===== config.mk =====
export PLATFORM = sky130hd
export DESIGN_NAME = tick_driven_time_of_day_clock_unit_flat
export DESIGN_NICKNAME = d
export VERILOG_FILES = /design/src/design/tdc_pkg.sv /design/src/design/tdc_ifs.sv /design/src/design/tdc_in_stage.sv /design/src/design/tdc_core.sv /design/src/design/tick_driven_time_of_day_clock_unit.sv /design/src/flat_wrapper.sv
export VERILOG_INCLUDE_DIRS = /design/src /design/src/design
export SDC_FILE = /design/constraint.sdc
export NUM_CORES = 1
export LEC_CHECK = 0
export ABC_CLOCK_PERIOD_IN_PS = 8950
export BUFFER_PORTS_ARGS = -buffer_cell sky130_fd_sc_hd__buf_2
export CORE_UTILIZATION = 55
export DETAILED_ROUTE_END_ITERATION = 10
export GPL_TIMING_DRIVEN = 0
export PLACE_DENSITY = 0.77
export REMOVE_ABC_BUFFERS = 1
export SLEW_MARGIN = 20
export SYNTH_ARGS = -nofsm -noshare
export SYNTH_HDL_FRONTEND = slang
export SYNTH_SLANG_ARGS = --single-unit
export TNS_END_PERCENT = 20

===== constraint.sdc =====
create_clock -name clk -period 8.95 [get_ports clk]
set_clock_uncertainty 0.15 [all_clocks]
set_input_delay 0.895 -clock clk [delete_from_list [all_inputs] [get_ports clk]]
set_output_delay 0.895 -clock clk [all_outputs]
set_load 0.01 [all_outputs]

===== src/design/tick_driven_time_of_day_clock_unit_defines.svh =====
// Assertion macros for the time-of-day clock unit.
// Each macro samples on clk and is disabled while rst_n is low.
`ifndef TICK_DRIVEN_TIME_OF_DAY_CLOCK_UNIT_DEFINES_SVH
`define TICK_DRIVEN_TIME_OF_DAY_CLOCK_UNIT_DEFINES_SVH

// Check that cons holds in the same cycle as ante.
`define TDC_ASSERT_SAME(lbl, ante, cons, msg) \
    lbl: assert property (@(posedge clk) disable iff (!rst_n) (ante) |-> (cons)) \
        else $error(msg);

// Check that cons holds in the cycle after ante.
`define TDC_ASSERT_NEXT(lbl, ante, cons, msg) \
    lbl: assert property (@(posedge clk) disable iff (!rst_n) (ante) |=> (cons)) \
        else $error(msg);

`endif


===== src/design/tdc_pkg.sv =====
// Package for the time-of-day clock unit: request and result types,
// constants and the small constant-divisor helpers. Depends on nothing.
package tdc_pkg;

    localparam int unsigned RATE_W = 10;

    localparam logic [RATE_W-1:0] RATE_RESET      = 10'd200;
    localparam logic [3:0]        PRESCALE_RESET  = 4'd2;
    localparam logic [6:0]        HUNDREDTHS_LIMIT = 7'd100;
    localparam logic [8:0]        MINSEC_LIMIT    = 9'd60;
    localparam logic [8:0]        HOUR_LIMIT      = 9'd24;
    localparam logic [31:0]       CENTI_STEP      = 32'd100;

    localparam logic MODE_TICK = 1'b0;
    localparam logic MODE_LOAD = 1'b1;

    typedef struct packed {
        logic       mode;
        logic [7:0] load_second_bcd;
        logic [7:0] load_minute_bcd;
        logic [7:0] load_hour_bcd;
    } item_t;

    typedef struct packed {
        logic [6:0]  hundredths;
        logic [7:0]  seconds;
        logic [7:0]  minutes;
        logic [7:0]  hours;
        logic [31:0] boot_seconds;
        logic [31:0] precise_time;
        logic [31:0] tick_count;
        logic        resync_request;
    } result_t;

    typedef struct packed {
        logic              we;
        logic [RATE_W-1:0] data;
    } cfg_wr_t;

    function automatic logic [7:0] bcd_to_bin(input logic [7:0] b);
        logic [7:0] tens;
        tens = {4'd0, b[7:4]} * 8'd10;
        return tens + {4'd0, b[3:0]};
    endfunction

    // x / 100 by reciprocal, exact for all 10-bit x
    function automatic logic [3:0] div100(input logic [RATE_W-1:0] x);
        logic [23:0] p;
        p = {14'd0, x} * 24'd5243;
        return p[22:19];
    endfunction

    // m % 10 by reciprocal, exact for all 8-bit m
    function automatic logic [3:0] mod10(input logic [7:0] m);
        logic [15:0] p;
        logic [7:0]  q10;
        logic [7:0]  r;
        p   = {8'd0, m} * 16'd205;
        q10 = {3'd0, p[15:11]} * 8'd10;
        r   = m - q10;
        return r[3:0];
    endfunction

endpackage


===== src/design/tdc_ifs.sv =====
// Channel interfaces of the time-of-day clock unit: tick/load requests,
// results and the tick rate write port. Depends on tdc_pkg.
interface tdc_item_if;
    logic          valid;
    logic          ready;
    tdc_pkg::item_t item;

    modport source (output valid, output item, input ready);
    modport sink   (input valid, input item, output ready);
endinterface

interface tdc_result_if;
    logic             valid;
    logic             ready;
    tdc_pkg::result_t data;

    modport source (output valid, output data, input ready);
    modport sink   (input valid, input data, output ready);
endinterface

interface tdc_cfg_if;
    logic                         valid;
    logic                         ready;
    logic [tdc_pkg::RATE_W-1:0]   data;

    modport source (output valid, output data, input ready);
    modport sink   (input valid, input data, output ready);
endinterface


===== src/design/tdc_in_stage.sv =====
// Input register of the time-of-day clock unit: holds one request until
// the core takes it. Depends on tdc_pkg and tdc_ifs.
module tdc_in_stage
(
    input  logic              clk,
    input  logic              rst_n,
    tdc_item_if.sink          req,
    input  logic              take,
    output logic              held_valid,
    output tdc_pkg::item_t    held_item
);
    import tdc_pkg::*;

    logic  valid_reg;
    item_t item_reg;

    assign req.ready  = !valid_reg || take;
    assign held_valid = valid_reg;
    assign held_item  = item_reg;

    always_ff @(posedge clk or negedge rst_n)
    begin
        if (!rst_n)
        begin
            valid_reg <= 1'b0;
        end
        else if (req.valid && req.ready)
        begin
            valid_reg <= 1'b1;
        end
        else if (take)
        begin
            valid_reg <= 1'b0;
        end
    end

    always_ff @(posedge clk)
    begin
        if (req.valid && req.ready)
        begin
            item_reg <= req.item;
        end
    end

endmodule


===== src/design/tdc_core.sv =====
// Clock state and next-state logic of the time-of-day clock unit: tick
// counters, prescaler, time cascade and BCD load. Depends on tdc_pkg and the assertion macro header.
module tdc_core
(
    input  logic              clk,
    input  logic              rst_n,
    input  tdc_pkg::cfg_wr_t  cfg_wr,
    input  logic              step,
    input  tdc_pkg::item_t    item,
    output tdc_pkg::result_t  result
);
    import tdc_pkg::*;
    `include "tick_driven_time_of_day_clock_unit_defines.svh"

    logic [RATE_W-1:0] rate_reg;
    logic [3:0]        limit_reg;
    logic [3:0]        prescale_reg,  prescale_next;
    logic [6:0]        hund_reg,      hund_next;
    logic [7:0]        sec_reg,       sec_next;
    logic [7:0]        min_reg,       min_next;
    logic [7:0]        hour_reg,      hour_next;
    logic [RATE_W-1:0] sub_reg,       sub_next;
    logic [31:0]       uptime_reg,    uptime_next;
    logic [31:0]       base_reg,      base_next;
    logic [31:0]       total_reg,     total_next;
    logic              resync;

    logic [RATE_W-1:0] sub_inc;
    logic              sec_roll;
    logic [3:0]        pre_inc;
    logic              pre_wrap;
    logic [6:0]        hund_inc;
    logic              hund_roll;
    logic [8:0]        sec_inc;
    logic [8:0]        min_inc;
    logic [8:0]        hour_inc;

    always_comb
    begin
        sub_inc   = sub_reg + 1'b1;
        sec_roll  = (sub_inc >= rate_reg);
        pre_inc   = prescale_reg + 1'b1;
        pre_wrap  = (pre_inc > limit_reg);
        hund_inc  = hund_reg + {6'd0, pre_wrap};
        hund_roll = (hund_inc >= HUNDREDTHS_LIMIT);
        sec_inc   = {1'b0, sec_reg} + 9'd1;
        min_inc   = {1'b0, min_reg} + 9'd1;
        hour_inc  = {1'b0, hour_reg} + 9'd1;

        prescale_next = prescale_reg;
        hund_next     = hund_reg;
        sec_next      = sec_reg;
        min_next      = min_reg;
        hour_next     = hour_reg;
        sub_next      = sub_reg;
        uptime_next   = uptime_reg;
        base_next     = base_reg;
        total_next    = total_reg;
        resync        = 1'b0;

        if (item.mode == MODE_LOAD)
        begin
            sec_next  = bcd_to_bin(item.load_second_bcd);
            min_next  = bcd_to_bin(item.load_minute_bcd);
            hour_next = bcd_to_bin(item.load_hour_bcd);
        end
        else
        begin
            total_next    = total_reg + 32'd1;
            sub_next      = sec_roll ? '0 : sub_inc;
            uptime_next   = uptime_reg + {31'd0, sec_roll};
            base_next     = sec_roll ? (base_reg + CENTI_STEP) : base_reg;
            resync        = sec_roll && (mod10(min_reg) == 4'd0);
            prescale_next = pre_wrap ? 4'd0 : pre_inc;
            hund_next     = hund_roll ? 7'd0 : hund_inc;
            if (hund_roll)
            begin
                if (sec_inc >= MINSEC_LIMIT)
                begin
                    sec_next = 8'd0;
                    if (min_inc >= MINSEC_LIMIT)
                    begin
                        min_next  = 8'd0;
                        hour_next = (hour_inc >= HOUR_LIMIT) ? 8'd0 : hour_inc[7:0];
                    end
                    else
                    begin
                        min_next = min_inc[7:0];
                    end
                end
                else
                begin
                    sec_next = sec_inc[7:0];
                end
            end
        end
    end

    always_comb
    begin
        result.hundredths     = hund_next;
        result.seconds        = sec_next;
        result.minutes        = min_next;
        result.hours          = hour_next;
        result.boot_seconds   = uptime_next;
        result.precise_time   = base_next + {23'd0, sub_next[RATE_W-1:1]};
        result.tick_count     = total_next;
        result.resync_request = resync;
    end

    always_ff @(posedge clk or negedge rst_n)
    begin
        if (!rst_n)
        begin
            rate_reg  <= RATE_RESET;
            limit_reg <= PRESCALE_RESET;
        end
        else if (cfg_wr.we)
        begin
            rate_reg  <= cfg_wr.data;
            limit_reg <= div100(cfg_wr.data);
        end
    end

    always_ff @(posedge clk or negedge rst_n)
    begin
        if (!rst_n)
        begin
            prescale_reg <= '0;
            hund_reg     <= '0;
            sec_reg      <= '0;
            min_reg      <= '0;
            hour_reg     <= '0;
            sub_reg      <= '0;
            uptime_reg   <= '0;
            base_reg     <= '0;
            total_reg    <= '0;
        end
        else if (step)
        begin
            prescale_reg <= prescale_next;
            hund_reg     <= hund_next;
            sec_reg      <= sec_next;
            min_reg      <= min_next;
            hour_reg     <= hour_next;
            sub_reg      <= sub_next;
            uptime_reg   <= uptime_next;
            base_reg     <= base_next;
            total_reg    <= total_next;
        end
    end

    `TDC_ASSERT_SAME(a_hund_range, 1'b1, hund_reg < HUNDREDTHS_LIMIT, "hundredths out of range")
    `TDC_ASSERT_SAME(a_prescale_range, 1'b1, prescale_reg <= 4'd10, "prescaler out of range")
    `TDC_ASSERT_SAME(a_base_tracks, 1'b1, base_reg == uptime_reg * CENTI_STEP, "base mismatch")
    `TDC_ASSERT_NEXT(a_load_holds, step && (item.mode == MODE_LOAD),
        $stable(total_reg) && $stable(sub_reg) && $stable(hund_reg), "load moved counters")
    `TDC_ASSERT_NEXT(a_idle_holds, !step, $stable(total_reg) && $stable(sec_reg),
        "state moved without a request")

endmodule


===== src/design/tick_driven_time_of_day_clock_unit.sv =====
// Top level of the time-of-day clock unit: input stage, clock core and
// result register. Depends on tdc_pkg, tdc_ifs, tdc_in_stage and tdc_core.
//
//  channel  dir  content
//  ticks    in   tick or BCD load request (mode, three BCD bytes)
//  results  out  clock fields, boot seconds, precise time, tick count, resync
//  cfg      in   tick_rate write, always ready
//
// One request per cycle sustained while results are taken; a request passes
// the input register, then the single-pass core, into the result register.
// rst_n clears all counters and sets tick_rate to 200.
// A stalled result holds the core; the input register still takes one more
// request, then ready drops until the result is taken.
module tick_driven_time_of_day_clock_unit
(
    input  logic          clk,
    input  logic          rst_n,
    tdc_cfg_if.sink       cfg,
    tdc_item_if.sink      ticks,
    tdc_result_if.source  results
);
    import tdc_pkg::*;

    logic    held_valid;
    item_t   held_item;
    logic    take;
    cfg_wr_t cfg_wr;
    result_t core_result;
    logic    out_valid_reg;
    result_t out_reg;

    assign cfg.ready   = 1'b1;
    assign cfg_wr.we   = cfg.valid;
    assign cfg_wr.data = cfg.data;

    assign take = held_valid && (!out_valid_reg || results.ready);

    tdc_in_stage u_in
    (
        .clk        (clk),
        .rst_n      (rst_n),
        .req        (ticks),
        .take       (take),
        .held_valid (held_valid),
        .held_item  (held_item)
    );

    tdc_core u_core
    (
        .clk    (clk),
        .rst_n  (rst_n),
        .cfg_wr (cfg_wr),
        .step   (take),
        .item   (held_item),
        .result (core_result)
    );

    always_ff @(posedge clk or negedge rst_n)
    begin
        if (!rst_n)
        begin
            out_valid_reg <= 1'b0;
        end
        else if (take)
        begin
            out_valid_reg <= 1'b1;
        end
        else if (results.ready)
        begin
            out_valid_reg <= 1'b0;
        end
    end

    always_ff @(posedge clk)
    begin
        if (take)
        begin
            out_reg <= core_result;
        end
    end

    assign results.valid = out_valid_reg;
    assign results.data  = out_reg;

endmodule

===== src/flat_wrapper.sv =====
// flat-port wrapper written by rule: the top's interface ports become plain ports
module tick_driven_time_of_day_clock_unit_flat import tdc_pkg::*;
  (clk, rst_n, cfg_valid, cfg_data, cfg_ready, ticks_valid, ticks_item, ticks_ready, results_valid, results_data, results_ready);
  tdc_cfg_if cfg_i ();
  tdc_item_if ticks_i ();
  tdc_result_if results_i ();
  input  logic clk;
  input  logic rst_n;
  input wire logic [$bits(cfg_i.valid)-1:0] cfg_valid;
  input wire logic [$bits(cfg_i.data)-1:0] cfg_data;
  output wire logic [$bits(cfg_i.ready)-1:0] cfg_ready;
  input wire logic [$bits(ticks_i.valid)-1:0] ticks_valid;
  input wire logic [$bits(ticks_i.item)-1:0] ticks_item;
  output wire logic [$bits(ticks_i.ready)-1:0] ticks_ready;
  output wire logic [$bits(results_i.valid)-1:0] results_valid;
  output wire logic [$bits(results_i.data)-1:0] results_data;
  input wire logic [$bits(results_i.ready)-1:0] results_ready;
  assign cfg_i.valid = cfg_valid;
  assign cfg_i.data = cfg_data;
  assign cfg_ready = cfg_i.ready;
  assign ticks_i.valid = ticks_valid;
  assign ticks_i.item = ticks_item;
  assign ticks_ready = ticks_i.ready;
  assign results_valid = results_i.valid;
  assign results_data = results_i.data;
  assign results_i.ready = results_ready;
  tick_driven_time_of_day_clock_unit u_core (.clk(clk), .rst_n(rst_n), .cfg(cfg_i), .ticks(ticks_i), .results(results_i));
endmodule

==> results.md, run 1 <==
- Cell internal pwr: 3.53 mW
- Count leader, synth: nand2_1
- Highest Clock Rate: 0.159 GHz
- Critical Path Start Type: flop
- Rel. slew slack: 0.329
- Clk_lat worst skew: 530 ps
- Syn Area/Cell: 10.6 um2
- Slew at the pin closest to its max-slew limit: 1010 ps
- Max cap viols: 0
- I/O pin count: 171
- Chip height: 189 um
- Fin crit share: 0.701
- Ant diodes: 0
- Core area: 34500 um2
- Syn Std Cell Area: 19200 um2
- R2r setup slk: 2680 ps
- Initial core utilization: 0.558
- Num CTS Buffers: 35
- Routability congestion estimate: 0.879
- Pwr Total: 5.53 mW
- Clock buffer depth: 3
- Overall global routing resource usage: 0.226
- Finished Layout Cells: 2448
- Sequential share of the synthesized area: 0.441
- Setup TNS: 0 ps
- Largest net degree at the start of global routing: 119
- Wirelength, routed: 39.3 mm
- Net Switching: 2.00 mW
- Final Net Count: 2220
- Vias in the first global route: 13600
- WP data required: 9070 ps
- Commonest cells post-synth: 209 x nand2_1, 161 x ha_1, 153 x edfxtp_1
- # DRC: 1
- Largest family of logic cells by synthesized area: adder cells
- Status: finished, violations left
- Most used routing layer: met2
- Number of synthesized flops with an enable pin: 153
- Failing checks: design-rule violations
- Met2 Use GR: 0.385
- RSZ-0062 raised after global routing: false
- Routed Antenna Nets: 0
- Register area: 8480 um2
- Area Overhead vs Synth: 12.7%
- Multi-input gate area: 9910 um2
- Post-CTS Setup Bufs: 0
- Final hold vios: 0
- Port Buffers: 169
- Worst stage delay on the critical path: 680 ps
- Reg2reg start: u_core.u_core.sub_reg[0]$_DFFE_PN0P_
- Crit end category: flop
- Fill cell total of the finished layout: 2733
- Leading area contributor after synthesis: edfxtp_1
- Initial DRT Pass Iterations: 8
- GR Layer Usage met1: 0.296
- Leakage: 10.0 nW
- VDD IR max: 0.370 mV
- Post-Place Cells: 2383
- CP max FO: 10
- Starting DRT DRC Count: 605
- #FFs+latches synth: 308
- Synth Instances: 1817
- Max-slew violations: 0
- Synth Flop Type: edfxtp_1
- Switch share: 0.361
- Min Tclk post-route: 6270 ps
- GR Util met3: 0.0319
- Clock share of power: 0.264
- Asr flop ratio synth: 0.503
- Post-Synth Simple-Gate Area: 0.145
- Worst path cell trace: ha_1 > and3_1 > and3_1 > nand3_1 > xnor2_1 > ha_1 > nand2_1 > nor2_4 > and3_1 > nor2_4 > nor2_1 > nand2_1 > xnor2_1 > ha_1 > a21o_1 > a21oi_1 > o21bai_1 > a21o_1 > a21oi_1 > mux2i_1 > a211o_1 > o21ai_0 > xnor2_1
- Critical path type: flop to flop
- Root Buffer: clkbuf_16
- Yosys warnings: 0
- Distinct cell type count after synthesis: 85
- Hold Slack: 167 ps
- CP Launch Point: u_core.u_core.sub_reg[0]$_DFFE_PN0P_
- Antenna violations before repair: 0
- Global-route wire length before repair: 65.8 mm
- Synth top area cells: edfxtp_1 24%, dfrtp_1 20%, ha_1 10%
- Crit path max-delay cell type: nor2_1
- Clock-pin slew on the worst setup and hold paths: 60 ps
- Mux cell area share after synthesis: 0.0161
- Via count: 13600
- H-tree lvl count: 2
- Layout cells sized above 1: 0.146
- Largest register FFs: 128
- Die area: 35700 um2
- # setup viols final: 0
- PostCTS Resize Cnt: 0
- Site row count: 68
- Logic pwr share: 0.403
- Post-CTS Hold Buffers: 0
- Routed wire per std cell: 16.1 um
- Crit path DAT: 6390 ps
- Synth Area in XOR/XNOR: 0.110
- Grt total ovfl: 0
- Tightest Hold Check Type: input port to asynchronous set/reset pin
- Die width: 189 um
- Detailed placement HPWL: 28.4 mm
- Pwr per Cell Area: 255 nW/um2
- Compound-gate portion of the synthesized area: 0.0842
- Via/cell ratio: 5.54
- Top cell type's share of synthesized area: 0.239
- CTS tree: built
- Part of the power in registers: 0.333
- Synth Area in Adders: 0.160
- Sink Count: 308
==> critical path: cells and delay by family (launching register included) <==
family | cells | cell delay, ps
xor gates and xnor gates | 3 | 510
and+or+nand+nor | 9 | 2260
DFF | 1 | 430
muxes | 1 | 260
AOI/OAI and AO/OA | 7 | 1540
adders and majority gates | 3 | 860
==> per-stage QoR <==
stage / worst slack [ps] / area (um2) / util
detailed placement: 2650 / 20500 / 0.594
CTS: 2710 / 21700 / 0.628
global route: 2220 / 21700 / 0.629
finish: 2680 / 21700 / 0.629
global placement: -2180 / 20300 / 0.590
floorplan: 1510 / 18900 / -
==> path summary, 6_finish.rpt <==
check	cells past startpoint	to
max reg2reg	23	u_core.results.data[43]$_DFFE_PP_
max	23	u_core.results.data[43]$_DFFE_PP_
max in group asynchronous	2	u_core.u_core.limit_reg[1]$_DFFE_PN1P_
min reg2reg	1	u_core.u_core.uptime_reg[31]$_DFFE_PN0P_
min in group clk	1	u_core.u_core.uptime_reg[31]$_DFFE_PN0P_
min	1	u_core.u_core.total_reg[10]$_DFFE_PN0P_
==> cells by family after synthesis <==
logic type | count (synthesis)
AOI/OAI and AO/OA | 258
and+or+nand+nor | 561
DFF | 308
xor gates and xnor gates | 240
muxes | 28
buffers and inverters | 207
other | 1
adders and majority gates | 214
==> cell usage in the layout (no fill, tap or decap), types with 35 or more instances in the layout <==
cell,n
edfxtp_1,153
nand2_1,208
a21oi_1,58
nor3_1,35
inv_1,142
dfrtp_1,151
nor2_1,96
o21ai_0,100
xor2_1,106
buf_2,168
ha_1,161
nand3_1,54
xnor2_1,133
fa_1,53
clkbuf_16,35
==> cell type report <==
cell class / count / area share
Clock buffer: 42 / 0.0416
Clock inverter: 22 / 0.0128
Timing Repair Buffer: 176 / 0.0452
Tap cell: 455 / 0.0263
Inverter: 143 / 0.0251
Sequential cell: 308 / 0.391
Multi-Input combinational cell: 1302 / 0.458
==> power by group through the flow <==
stage	clock network (mW)	logic, mW	registers (mW)
5_1_grt	1.55	2.60	1.87
4_1_cts	1.49	2.25	1.84
6_report	1.46	2.23	1.84
2_1_floorplan	0	1.66	1.87
3_3_place_gp	0	2.11	1.88
3_5_place_dp	0	2.23	1.87
==> per-layer routing <==
metal,share of wire,vias up
met2,0.49,328
met4,0.023,0
li1,-,6575
met1,0.44,6587
met5,0,-
met3,0.046,73
Note: power is estimated with default switching activity, not from simulation.
==> run 2, diff against run 1 <==
ABC_CLOCK_PERIOD_IN_PS = 5800   (was 8950)
clock period = 5.8 ns   (was 8.95 ns; I/O delays follow)
==> results.md, run 2 (synthesized netlist as in run 1, its figures left out) <==
- I/O pin count: 171 (unchanged)
- Final Net Count: 2230 (+0.45%)
- Starting DRT DRC Count: 634 (+4.8%)
- Area Overhead vs Synth: 13.6%
- Num CTS Buffers: 35 (unchanged)
- # setup viols final: 0 (unchanged)
- Max cap viols: 0 (unchanged)
- Clock-pin slew on the worst setup and hold paths: 60 ps (about the same)
- Via/cell ratio: 5.54 (about the same)
- Global-route wire length before repair: 65.8 mm (about the same)
- Port Buffers: 169 (unchanged)
- Initial core utilization: 0.558 (unchanged)
- Crit path to: u_core.u_core.limit_reg[3]$_DFFE_PN0P_
- Post-Place Cells: 2383 (unchanged)
- Chip height: 189 um (unchanged)
- Initial DRT Pass Iterations: 8 (unchanged)
- Fill cell total of the finished layout: 2719 (-0.51%)
- Die area: 35700 um2 (unchanged)
- Leakage: 10.1 nW (+0.69%)
- Wirelength, routed: 39.6 mm (+0.78%)
- Routed wire per std cell: 16.1 um (+0.37%)
- Worst r2r path cells: 21 (-8.7%)
- Final hold vios: 0 (unchanged)
- Root Buffer: clkbuf_16
- Critical Path Start Type: input port
- Status: finished, violations left
- Clk_lat worst skew: 530 ps (about the same)
- Rel. slew slack: 0.308 (-0.0208)
- Multi-input gate area: 9980 um2 (+0.69%)
- Finished Layout Cells: 2458 (+0.41%)
- RSZ-0062 raised after global routing: false
- Max-slew violations: 0 (unchanged)
- Site row count: 68 (unchanged)
- Pwr per Cell Area: 393 nW/um2 (+54%)
- Critical path type: input port to flop
- Die width: 189 um (unchanged)
- Failing checks: design-rule violations
- Slew at the pin closest to its max-slew limit: 1040 ps (+31.2 ps)
- Most used routing layer: met2
- # DRC: 1 (unchanged)
- Hold Slack: 76.4 ps (-90.9 ps)
- Clock buffer depth: 3 (unchanged)
- GR Util met3: 0.0324 (+0.000556)
- Fin crit share: 0.940
- Antenna violations before repair: 0 (unchanged)
- Largest register FFs: 128 (unchanged)
- Reg2reg start: u_core.u_core.min_reg[2]$_DFFE_PN0P_
- Commonest cells after routing, fill and taps aside: 208 x nand2_1, 168 x buf_2, 160 x ha_1
- Min Tclk post-route: 5450 ps
- Vias in the first global route: 13600 (+0.30%)
- R2R Path End: u_core.results.data[0]$_SDFFCE_PP0P_
- Layout Utilization: 0.634 (+0.00479)
- Largest net degree at the start of global routing: 119 (unchanged)
- Overall global routing resource usage: 0.226 (about the same)
- WP data required: 6080 ps (-2990 ps)
- Commonest non-fill, non-tap cell in the layout: nand2_1
- R2r setup slk: 380 ps (-2300 ps)
- CP Launch Point: cfg_data[4]
- CP max FO: 6 (-4)
- Crit end category: flop
- Met2 Use GR: 0.384 (-0.000848)
- VDD IR max: 0.574 mV (+55%)
- Highest Clock Rate: 0.183 GHz
- Routed Antenna Nets: 0 (unchanged)
- Routability congestion estimate: 0.879 (unchanged)
- Tightest Hold Check Type: input port to flop
- Layout cells sized above 1: 0.155 (+0.00976)
- Grt total ovfl: 0 (unchanged)
- Core area: 34500 um2 (unchanged)
- Ant diodes: 0 (unchanged)
- Setup TNS: 0 ps (unchanged)
- Sink Count: 308 (unchanged)
- GR Layer Usage met1: 0.296 (-0.000370)
- Detailed placement HPWL: 28.4 mm (unchanged)
- H-tree lvl count: 2 (unchanged)
- CTS tree: built
- Via count: 13600 (+0.48%)
- Crit path DAT: 5740 ps (-650 ps)
- Register area: 8480 um2 (about the same)
## run 2: cell count changes in the layout (fill, tap and decap cells not counted), moves of 2 or more
cell	delta
a21oi_2	+2
o21ai_0	-2
dfrtp_2	+2
dfrtp_1	-2
a21oi_1	-3
buf_4	+8
## run 2: worst max-delay path, stage by stage
cell and delay, ps:
buf_2 180, inv_1 90, fa_1 600, fa_1 460, fa_1 510, inv_1 60, fa_1 560, fa_1 440
ha_1 330, a211oi_1 290, nand2_1 100, o211ai_1 290, a31oi_1 240, o31a_1 380, o41ai_1 340, xnor2_1 160
nand2_1 60, o21ai_0 80
## run 2: how the worst min path moves through the flow
stage / to / start / slack (ps) / depth (start not counted)
4_1_cts: u_core.u_in.held_item[17]$_DFFE_PP_ / ticks_item[17] / 60 / 1
3_3_place_gp: u_core.results.valid$_DFFE_PN0P_ / u_core.u_in.held_valid$_DFFE_PN0P_ / 320 / 1
2_1_floorplan: u_core.results.valid$_DFFE_PN0P_ / rst_n / 130 / 0
3_5_place_dp: u_core.u_core.uptime_reg[31]$_DFFE_PN0P_ / u_core.u_core.uptime_reg[31]$_DFFE_PN0P_ / 330 / 1
6_report: u_core.u_in.held_item[9]$_DFFE_PP_ / ticks_item[9] / 80 / 1
5_1_grt: u_core.u_in.held_item[17]$_DFFE_PP_ / ticks_item[17] / 60 / 1
## run 2: where the power goes
| group | internal (mW) | leakage, nW | switching, mW |
|---|---|---|---|
| Combinational | 1.54 | 5.93 | 1.95 |
| Clock | 1.35 | 0.569 | 0.902 |
| Sequential | 2.59 | 3.57 | 0.255 |
## run 2: what timing repair did
item                                    CTS  global route
hold buffers                              1             0
buffers inserted                          2             7
pin swaps                                 0             3
endpoints found under the setup margin   26            30
hold endpoints to repair                 69             0
resized for setup                         7            13
## run 2: metal layers
layer	vias up	wire [um]
met5	-	0
met4	0	862
met3	70	1920
met2	353	19600
met1	6610	17200
li1	6595	-
## run 2: stage by stage
stage | power (mW) | setup WS [ps] | instance area, um2
after floorplan | 5.45 | -1320 | 18900
after global placement | 6.15 | -5020 | 20300
after detailed placement | 6.31 | -398 | 20500
after CTS | 8.62 | 26.0 | 21700
after global routing | 9.33 | 11.6 | 21800
final | 8.58 | 347 | 21800
## run 2: cell type report
type                            count  area share
Timing Repair Buffer              186      0.0489
Clock inverter                     22      0.0127
Clock buffer                       42      0.0413
Inverter                          143      0.0251
Tap cell                          455      0.0261
Multi-Input combinational cell   1302       0.457
Sequential cell                   308       0.388
